$ cat config.mk
export PLATFORM = sky130hd
export DESIGN_NAME = fifo_with_inplace_heap_sort_top
export DESIGN_NICKNAME = d
export VERILOG_FILES = /design/src/rtl/fwhs_pkg.sv /design/src/rtl/fwhs_mem.sv /design/src/rtl/fwhs_sort.sv /design/src/rtl/fifo_with_inplace_heap_sort_top.sv
export SDC_FILE = /design/constraint.sdc
export NUM_CORES = 2
export LEC_CHECK = 0
export BUFFER_PORTS_ARGS = -buffer_cell sky130_fd_sc_hd__buf_2
export CORE_AREA = 2 2 530 427
export DETAILED_ROUTE_END_ITERATION = 8
export DIE_AREA = 0 0 532 429
export GPL_TIMING_DRIVEN = 1
export PLACE_DENSITY_LB_ADDON = 0.1
export RECOVER_POWER = 25
export SLEW_MARGIN = 10
export SYNTH_ARGS = -nofsm -noshare
export SYNTH_HDL_FRONTEND = slang
export SYNTH_SLANG_ARGS = --single-unit
$ cat constraint.sdc
create_clock -name clk -period 9.2 [get_ports clk]
set_input_delay 0 -clock clk [delete_from_list [all_inputs] [get_ports clk]]
set_output_delay 0 -clock clk [all_outputs]
set_load 0.03 [all_outputs]
$ cat src/rtl/fwhs_pkg.sv
// ----------------------------------------------------------------------------
// fwhs_pkg
// Shared types and codes for the circular FIFO with in-place heap sort.
// ----------------------------------------------------------------------------
package fwhs_pkg;

  // Data word and default store depth
  localparam int WORD_W    = 32;
  localparam int DEPTH_DEF = 64;

  // Request codes
  localparam logic [1:0] REQ_ENQ  = 2'd0;
  localparam logic [1:0] REQ_DEQ  = 2'd1;
  localparam logic [1:0] REQ_SORT = 2'd2;

  // Status codes
  localparam logic [1:0] ST_OK    = 2'd0;
  localparam logic [1:0] ST_FULL  = 2'd1;
  localparam logic [1:0] ST_EMPTY = 2'd2;

  // Sort sequencer status toward the FIFO control
  typedef struct packed {
    logic busy;
    logic done;
  } sort_status_t;

endpackage

$ cat src/rtl/fwhs_mem.sv
// ----------------------------------------------------------------------------
// fwhs_mem
// Word store: one write port, two read ports, registered read data that
// holds its value while the port's read enable is low.
// ----------------------------------------------------------------------------
module fwhs_mem #(
  parameter int DEPTH = fwhs_pkg::DEPTH_DEF,
  parameter int IDX_W = $clog2(DEPTH)
) (
  input  logic                               clk,
  input  logic                               wen,
  input  logic [IDX_W-1:0]                   waddr,
  input  logic signed [fwhs_pkg::WORD_W-1:0] wdata,
  input  logic                               ren_a,
  input  logic [IDX_W-1:0]                   raddr_a,
  output logic signed [fwhs_pkg::WORD_W-1:0] rdata_a,
  input  logic                               ren_b,
  input  logic [IDX_W-1:0]                   raddr_b,
  output logic signed [fwhs_pkg::WORD_W-1:0] rdata_b
);

  logic signed [fwhs_pkg::WORD_W-1:0] mem [DEPTH];

  // Write port
  always_ff @(posedge clk) begin
    if (wen) begin
      mem[waddr] <= wdata;
    end
  end

  // Read ports
  always_ff @(posedge clk) begin
    if (ren_a) begin
      rdata_a <= mem[raddr_a];
    end
    if (ren_b) begin
      rdata_b <= mem[raddr_b];
    end
  end

endmodule

$ cat src/rtl/fwhs_sort.sv
// ----------------------------------------------------------------------------
// fwhs_sort
// Heap sort sequencer. Works in place on the store through a logical-to-
// physical map (head + index, wrapped). Builds a max-heap, then swaps the
// root to the end and sifts down. Sift-down holds the moving word in a
// register, reads both children together, then compares and writes.
// ----------------------------------------------------------------------------
module fwhs_sort #(
  parameter int DEPTH = fwhs_pkg::DEPTH_DEF,
  parameter int IDX_W = $clog2(DEPTH),
  parameter int CNT_W = $clog2(DEPTH + 1)
) (
  input  logic                               clk,
  input  logic                               rst,
  input  logic                               start,
  input  logic [IDX_W-1:0]                   head,
  input  logic [CNT_W-1:0]                   count,
  output fwhs_pkg::sort_status_t             stat,
  output logic                               ren_a,
  output logic [IDX_W-1:0]                   raddr_a,
  input  logic signed [fwhs_pkg::WORD_W-1:0] rdata_a,
  output logic                               ren_b,
  output logic [IDX_W-1:0]                   raddr_b,
  input  logic signed [fwhs_pkg::WORD_W-1:0] rdata_b,
  output logic                               wen,
  output logic [IDX_W-1:0]                   waddr,
  output logic signed [fwhs_pkg::WORD_W-1:0] wdata
);

  localparam int CH_W = IDX_W + 2;
  localparam logic [IDX_W:0] DEPTH_X = (IDX_W + 1)'(DEPTH);

  // Sequencer states
  localparam logic [2:0] S_IDLE     = 3'd0;
  localparam logic [2:0] S_BLD_RD   = 3'd1;
  localparam logic [2:0] S_BLD_V    = 3'd2;
  localparam logic [2:0] S_SIFT_RD  = 3'd3;
  localparam logic [2:0] S_SIFT_CMP = 3'd4;
  localparam logic [2:0] S_EX_RD    = 3'd5;
  localparam logic [2:0] S_EX_WR    = 3'd6;

  localparam logic PH_BUILD   = 1'b0;
  localparam logic PH_EXTRACT = 1'b1;

  logic [2:0]                         state, state_next;
  logic                               phase, phase_next;
  logic [IDX_W-1:0]                   k, k_next;
  logic [IDX_W-1:0]                   e, e_next;
  logic [IDX_W-1:0]                   root, root_next;
  logic [CNT_W-1:0]                   size, size_next;
  logic signed [fwhs_pkg::WORD_W-1:0] v, v_next;
  logic                               right_ok, right_ok_next;

  logic [CH_W-1:0]                    lc, rc, size_x, big;
  logic                               has_l, has_r;
  logic signed [fwhs_pkg::WORD_W-1:0] bv;
  logic                               sift_done, done;

  // Logical index to physical slot
  function automatic logic [IDX_W-1:0] phys(input logic [IDX_W-1:0] hd,
                                            input logic [IDX_W-1:0] j);
    logic [IDX_W:0] sum;
    sum = {1'b0, hd} + {1'b0, j};
    if (sum >= DEPTH_X) begin
      sum = sum - DEPTH_X;
    end
    return sum[IDX_W-1:0];
  endfunction

  // Children of the current root and the larger one
  always_comb begin
    lc     = (CH_W'(root) << 1) + CH_W'(1);
    rc     = (CH_W'(root) << 1) + CH_W'(2);
    size_x = CH_W'(size);
    has_l  = lc < size_x;
    has_r  = rc < size_x;
    if (right_ok && (rdata_b > rdata_a)) begin
      big = rc;
      bv  = rdata_b;
    end else begin
      big = lc;
      bv  = rdata_a;
    end
  end

  // Sequencer
  always_comb begin
    state_next    = state;
    phase_next    = phase;
    k_next        = k;
    e_next        = e;
    root_next     = root;
    size_next     = size;
    v_next        = v;
    right_ok_next = right_ok;
    ren_a         = 1'b0;
    ren_b         = 1'b0;
    raddr_a       = head;
    raddr_b       = head;
    wen           = 1'b0;
    waddr         = phys(head, root);
    wdata         = v;
    sift_done     = 1'b0;
    done          = 1'b0;

    unique case (state)
      S_IDLE: begin
        if (start) begin
          phase_next = PH_BUILD;
          k_next     = IDX_W'((count >> 1) - CNT_W'(1));
          state_next = S_BLD_RD;
        end
      end
      S_BLD_RD: begin
        ren_a      = 1'b1;
        raddr_a    = phys(head, k);
        root_next  = k;
        size_next  = count;
        state_next = S_BLD_V;
      end
      S_BLD_V: begin
        v_next     = rdata_a;
        state_next = S_SIFT_RD;
      end
      S_SIFT_RD: begin
        // a leaf takes the moving word at once
        if (has_l) begin
          ren_a         = 1'b1;
          raddr_a       = phys(head, lc[IDX_W-1:0]);
          ren_b         = has_r;
          raddr_b       = phys(head, rc[IDX_W-1:0]);
          right_ok_next = has_r;
          state_next    = S_SIFT_CMP;
        end else begin
          wen       = 1'b1;
          sift_done = 1'b1;
        end
      end
      S_SIFT_CMP: begin
        wen = 1'b1;
        if (bv > v) begin
          wdata      = bv;
          root_next  = big[IDX_W-1:0];
          state_next = S_SIFT_RD;
        end else begin
          sift_done = 1'b1;
        end
      end
      S_EX_RD: begin
        ren_a      = 1'b1;
        raddr_a    = head;
        ren_b      = 1'b1;
        raddr_b    = phys(head, e);
        state_next = S_EX_WR;
      end
      S_EX_WR: begin
        // old root goes to the end, the end word sifts down from the root
        wen        = 1'b1;
        waddr      = phys(head, e);
        wdata      = rdata_a;
        v_next     = rdata_b;
        root_next  = '0;
        size_next  = CNT_W'(e);
        state_next = S_SIFT_RD;
      end
      default: begin
        state_next = S_IDLE;
      end
    endcase

    // Next root, next extraction or finish once a sift ends
    if (sift_done) begin
      if (phase == PH_BUILD) begin
        if (k == '0) begin
          phase_next = PH_EXTRACT;
          e_next     = IDX_W'(count - CNT_W'(1));
          state_next = S_EX_RD;
        end else begin
          k_next     = k - IDX_W'(1);
          state_next = S_BLD_RD;
        end
      end else begin
        if (e == IDX_W'(1)) begin
          done       = 1'b1;
          state_next = S_IDLE;
        end else begin
          e_next     = e - IDX_W'(1);
          state_next = S_EX_RD;
        end
      end
    end
  end

  always_ff @(posedge clk) begin
    if (rst) begin
      state <= S_IDLE;
    end else begin
      state <= state_next;
    end
  end

  always_ff @(posedge clk) begin
    phase    <= phase_next;
    k        <= k_next;
    e        <= e_next;
    root     <= root_next;
    size     <= size_next;
    v        <= v_next;
    right_ok <= right_ok_next;
  end

  assign stat.busy = (state != S_IDLE);
  assign stat.done = done;

endmodule

$ cat src/rtl/fifo_with_inplace_heap_sort_top.sv
// ----------------------------------------------------------------------------
// fifo_with_inplace_heap_sort_top
// Circular FIFO of signed words with an in-place ascending heap sort.
//
//   channel | signals                       | direction
//   --------+-------------------------------+----------
//   in      | in_valid, in_stall, req_type, | request
//           | push_value                    |
//   out     | out_valid, out_stall, status, | result
//           | pop_value, occupancy          |
//
// Enqueue and dequeue requests may follow back to back while the input is not
// stalled; the dequeue word comes from the store's registered read port. A
// sort of n > 1 words holds the input stalled while it sifts each root (n/2
// of them) and runs each extraction (n-1 of them), its pace set by the
// store's two read ports and one write port. Each result sits in an
// output register; the input stalls only while it waits or a sort runs.
// Reset empties the FIFO; store contents are not cleared.
// ----------------------------------------------------------------------------
module fifo_with_inplace_heap_sort_top #(
  parameter int DEPTH = fwhs_pkg::DEPTH_DEF,
  parameter int IDX_W = $clog2(DEPTH),
  parameter int CNT_W = $clog2(DEPTH + 1)
) (
  input  logic                               clk,
  input  logic                               rst,
  input  logic                               in_valid,
  output logic                               in_stall,
  input  logic [1:0]                         req_type,
  input  logic signed [fwhs_pkg::WORD_W-1:0] push_value,
  output logic                               out_valid,
  input  logic                               out_stall,
  output logic [1:0]                         status,
  output logic signed [fwhs_pkg::WORD_W-1:0] pop_value,
  output logic [CNT_W-1:0]                   occupancy
);

  localparam logic [IDX_W-1:0] LAST_IDX = IDX_W'(DEPTH - 1);
  localparam logic [CNT_W-1:0] FULL_CNT = CNT_W'(DEPTH);

  logic [IDX_W-1:0] head, head_next;
  logic [IDX_W-1:0] tail, tail_next;
  logic [CNT_W-1:0] count, count_next;

  logic             p_valid, p_valid_next;
  logic [1:0]       p_status, p_status_next;
  logic             p_pop, p_pop_next;
  logic [CNT_W-1:0] p_occ, p_occ_next;

  logic             accept, sort_start;
  logic [IDX_W-1:0] tail_inc, head_inc;

  fwhs_pkg::sort_status_t             sort_stat;
  logic                               s_ren_a, s_ren_b, s_wen;
  logic [IDX_W-1:0]                   s_raddr_a, s_raddr_b, s_waddr;
  logic signed [fwhs_pkg::WORD_W-1:0] s_wdata;

  logic                               f_ren, f_wen;
  logic                               m_ren_a, m_ren_b, m_wen;
  logic [IDX_W-1:0]                   m_raddr_a, m_raddr_b, m_waddr;
  logic signed [fwhs_pkg::WORD_W-1:0] m_wdata, rdata_a, rdata_b;

  assign in_stall = sort_stat.busy || (p_valid && out_stall);
  assign accept   = in_valid && !in_stall;
  assign tail_inc = (tail == LAST_IDX) ? '0 : tail + IDX_W'(1);
  assign head_inc = (head == LAST_IDX) ? '0 : head + IDX_W'(1);

  // Request decode and pointer update
  always_comb begin
    head_next     = head;
    tail_next     = tail;
    count_next    = count;
    f_ren         = 1'b0;
    f_wen         = 1'b0;
    sort_start    = 1'b0;
    p_status_next = fwhs_pkg::ST_OK;
    p_pop_next    = 1'b0;
    if (accept) begin
      unique case (req_type)
        fwhs_pkg::REQ_ENQ: begin
          if (count == FULL_CNT) begin
            p_status_next = fwhs_pkg::ST_FULL;
          end else begin
            f_wen      = 1'b1;
            tail_next  = tail_inc;
            count_next = count + CNT_W'(1);
          end
        end
        fwhs_pkg::REQ_DEQ: begin
          if (count == '0) begin
            p_status_next = fwhs_pkg::ST_EMPTY;
          end else begin
            f_ren      = 1'b1;
            p_pop_next = 1'b1;
            head_next  = head_inc;
            count_next = count - CNT_W'(1);
          end
        end
        fwhs_pkg::REQ_SORT: begin
          sort_start = (count > CNT_W'(1));
        end
        default: begin
        end
      endcase
    end
    p_occ_next = count_next;

    // Result register: loaded per transaction or at sort completion
    if (accept && !sort_start) begin
      p_valid_next = 1'b1;
    end else if (sort_stat.done) begin
      p_valid_next = 1'b1;
    end else if (p_valid && !out_stall) begin
      p_valid_next = 1'b0;
    end else begin
      p_valid_next = p_valid;
    end
  end

  always_ff @(posedge clk) begin
    if (rst) begin
      head    <= '0;
      tail    <= LAST_IDX;
      count   <= '0;
      p_valid <= 1'b0;
    end else begin
      head    <= head_next;
      tail    <= tail_next;
      count   <= count_next;
      p_valid <= p_valid_next;
    end
  end

  // Result payload
  always_ff @(posedge clk) begin
    if ((accept && !sort_start) || sort_stat.done) begin
      p_status <= p_status_next;
      p_pop    <= p_pop_next;
      p_occ    <= p_occ_next;
    end
  end

  assign out_valid = p_valid;
  assign status    = p_status;
  assign pop_value = p_pop ? rdata_a : '0;
  assign occupancy = p_occ;

  // Store port sharing: sorter owns the store while busy
  always_comb begin
    if (sort_stat.busy) begin
      m_ren_a   = s_ren_a;
      m_raddr_a = s_raddr_a;
      m_wen     = s_wen;
      m_waddr   = s_waddr;
      m_wdata   = s_wdata;
    end else begin
      m_ren_a   = f_ren;
      m_raddr_a = head;
      m_wen     = f_wen;
      m_waddr   = tail_inc;
      m_wdata   = push_value;
    end
  end
  assign m_ren_b   = s_ren_b;
  assign m_raddr_b = s_raddr_b;

  fwhs_mem #(
    .DEPTH (DEPTH),
    .IDX_W (IDX_W)
  ) u_mem (
    .clk     (clk),
    .wen     (m_wen),
    .waddr   (m_waddr),
    .wdata   (m_wdata),
    .ren_a   (m_ren_a),
    .raddr_a (m_raddr_a),
    .rdata_a (rdata_a),
    .ren_b   (m_ren_b),
    .raddr_b (m_raddr_b),
    .rdata_b (rdata_b)
  );

  fwhs_sort #(
    .DEPTH (DEPTH),
    .IDX_W (IDX_W),
    .CNT_W (CNT_W)
  ) u_sort (
    .clk     (clk),
    .rst     (rst),
    .start   (sort_start),
    .head    (head),
    .count   (count),
    .stat    (sort_stat),
    .ren_a   (s_ren_a),
    .raddr_a (s_raddr_a),
    .rdata_a (rdata_a),
    .ren_b   (s_ren_b),
    .raddr_b (s_raddr_b),
    .rdata_b (rdata_b),
    .wen     (s_wen),
    .waddr   (s_waddr),
    .wdata   (s_wdata)
  );

endmodule
==> summary.md <==
| Metric | Value |
|---|---|
| DRT iter0 DRCs | 14300 |
| Max Cap Viol | 64 |
| Vias in the first global route | between 70000 and 80000 |
| DP Cell Count | roughly 12000 |
| Core ar. | ~220000 um^2 |
| Share of cells above drive strength 1 | 0.115 |
| Reg-to-reg slack, setup | between 800 and 900 ps |
| Synth area leader | edfxtp_1 |
| Post-route cell area | 123000 um^2 |
| TritonCTS Sinks | 2204 |
| VDD IR max | 174 uV |
| Synthesis warning total | 0 |
| Placer Congestion | just under 1 |
| Hold Vio Cnt, Final | 0 |
| Post-place setup slack | 1510 ps |
| Clock root buffer | clkbuf_16 |
| First-pass GRT wire length | between 500000 and 600000 um |
| Initial antenna violation count | 19 |
| Dpl hpwl | 250000 um |
| Clock skew | 58.6 ps |
| Die Span Y | 429 um |
| Pwr per Cell Area | around 240 nW/um^2 |
| Layout overhead on the synthesized area | 10.6% |
| Crit-path max FO | 33 |
| Die area | roughly 230000 um^2 |
| RSZ-0062 raised after global routing | no |
| Largest net degree at the start of global routing | 143 |
| Post-Route WL | 430000 um |
| DR vias | between 80000 and 90000 |
| Top post-synthesis cells by area | edfxtp_1 (59%), nand2_1 (6.9%), mux2i_1 (6.9%) |
| Final setup violation count | 0 |
| GRT overflow | 0 |
| Routed len/inst | 35.5 um |
| Commonest non-fill, non-tap cell in the layout | edfxtp_1 |
| Register area share after synthesis | 0.593 |
| Most frequent cells in the layout | edfxtp_1 (2174), nand2_1 (2038), mux2i_1 (760) |
| Number of remaining DRC errors | 0 |
| H-tree levels | 4 |
| Total GRT Usage | 0.367 |
| Worst Path Required | 9930 ps |
| Post-Layout Cell Count | roughly 12000 |
| Post-synth EDFFs | 2174 |
| Critical Path End Type | register |
| Worst Setup Start Kind | register |
| DRT Pass-1 Iters | 8 |
| Yosys cell types | 81 |
| Port bufs | 80 |
| Placed inst area | 116000 um^2 |
| Site Rows | 155 |
| Starting Density | 0.499 |
| Synthesized net count | ~9200 |
| Synth top area share | 0.588 |
| Max Root-Sink Buffers | 4 |
| Min Tclk post-route | about 8300 ps |
| Period utilisation layout | 0.903 |
| Worst path arrival time | 9040 ps |
| Rel. slew slack | -2.24 |
| Nets | 9083 |
| Clk pin slew, worst setup/hold paths | around 70 ps |
| Max-slew violations | 1248 |
| Slew @ Worst Pin | roughly 4900 ps |
| Routed Antenna Nets | 0 |
| Synthesized area | approximately 110000 um^2 |
| Status | finished with violations |
| Max Freq | 120 MHz |
| IO Count | 81 |
| Fillers | roughly 18000 |
| Failing checks | max-capacitance violations, max-slew violations |
| DIE WIDTH | 532 um |
| Cell count after synthesis | 9077 |
| Crit Path Class | reg2reg |
| #FFs+latches synth | 2204 |
| Top_reg_cell synth | edfxtp_1 |
| Vias per Instance | 6.94 |
| Fin Setup TNS | 0 ps |
| Syn Area/Cell | 12.2 um^2 |
| Async SR Flop Fraction | 0 |
| Clock network latency to the later pin of the worst-skew pair | 920 ps |
| CTS tree | yes |
| Worst Hold Class | in2reg |
| Pleak | roughly 44 nW |
| CTS Buf Count | 229 |
| Worst Setup Slack, final | about 900 ps |
## cell usage after synthesis (30+ instances only)
library cell / instances
inv_1: 223
ha_1: 113
mux4_2: 287
nor4_1: 67
a32o_1: 32
a211oi_1: 205
a21oi_1: 122
a221oi_1: 129
dfxtp_1: 30
and3_1: 201
clkbuf_1: 487
edfxtp_1: 2174
mux2i_1: 760
a31oi_1: 37
a21o_1: 37
a311oi_1: 410
o31a_1: 35
buf_4: 32
buf_2: 189
o221a_1: 31
a22oi_1: 130
nor2_1: 177
and2_1: 41
nand3_1: 547
o21ai_0: 219
nand4_1: 52
nand2_1: 2043
## flip-flops by register name (all words and copies together), names as in the netlist, 6 cells and up
signal         cells
count              7
head               6
occupancy          7
tail               6
u_mem.mem       2048
u_mem.rdata_a     32
u_mem.rdata_b     32
u_sort.e           6
u_sort.k           6
u_sort.root        6
u_sort.size        7
u_sort.v          32
## critical path, cell delays in order, from the launching register on
cell and delay (ps):
edfxtp_1 450, ha_1 340, nand3_1 110, or3_1 390, nor2_1 240, nand4_1 310
a41oi_1 420, o21a_1 930, o21ai_0 200, ha_1 510, nand4_1 180, or3_1 590
o221ai_1 750, nor2_1 310, o31ai_4 500, buf_4 450, nand3_1 200, a31oi_4 820
buf_4 350
## per-stage QoR
| step | power [mW] | hold WS, ps | utilization |
|---|---|---|---|
| 3_5_place_dp | 20.1 | 408 | 0.520 |
| 5_1_grt | 30.1 | 63.3 | 0.552 |
| 3_3_place_gp | 20.0 | 402 | 0.520 |
| 4_1_cts | 29.3 | 12.2 | 0.554 |
| 2_1_floorplan | 17.2 | 112 | - |
| 6_report | 29.3 | 51.2 | 0.552 |
## power by group
group          switching, mW  internal, mW
registers              0.148          12.5
clock network           4.05          5.26
logic                   5.25          2.13
## cell families after synthesis
family	count (synthesis)	synth area share
fa+ha+maj	118	0.0136
xor+xnor	47	0.00377
buf+inv	964	0.0366
compound gates	1475	0.100
flops	2204	0.593
simple gates	3217	0.125
mux	1052	0.127
## final timing paths
| path | start | endpoint | cells past startpoint |
|---|---|---|---|
| max | u_mem.rdata_b[25] | u_mem.mem[61][28] | 18 |
| max reg2reg | u_mem.rdata_b[25] | u_mem.mem[61][28] | 18 |
| min reg2reg | tail[1] | tail[1] | 2 |
| min | push_value[2] | u_mem.mem[36][2] | 4 |
## layer usage
metal,global-route usage,part of all wire,vias to the layer above,wire length [um]
met5,0,0.00014,-,62
met3,0.0883,0.13,1091,56100
met4,0.198,0.062,10,26600
li1,-,-,34500,-
met1,0.519,0.39,42200,167000
met2,0.522,0.42,6231,180000
## area by class of cell
type | count | area, um^2 | area share
sequential | 2204 | 65900 | 0.536
multi-input combinational | 5909 | 42100 | 0.343
clock buffer | 270 | 5970 | 0.0486
tap | 2983 | 3730 | 0.0304
timing repair buffer | 358 | 2910 | 0.0237
clock inverter | 144 | 1330 | 0.0109
inverter | 225 | 845 | 0.00688
antenna | 13 | 32.5 | 0.000265
## repair_timing
action                     in CTS  in global routing
setup buffers                   0                  0
setup endpoints to repair       0                  0
hold endpoints to repair      267                  0
gates resized for setup         0                  0
hold buffers                   18                  0
(Power assumes the default switching activity.)
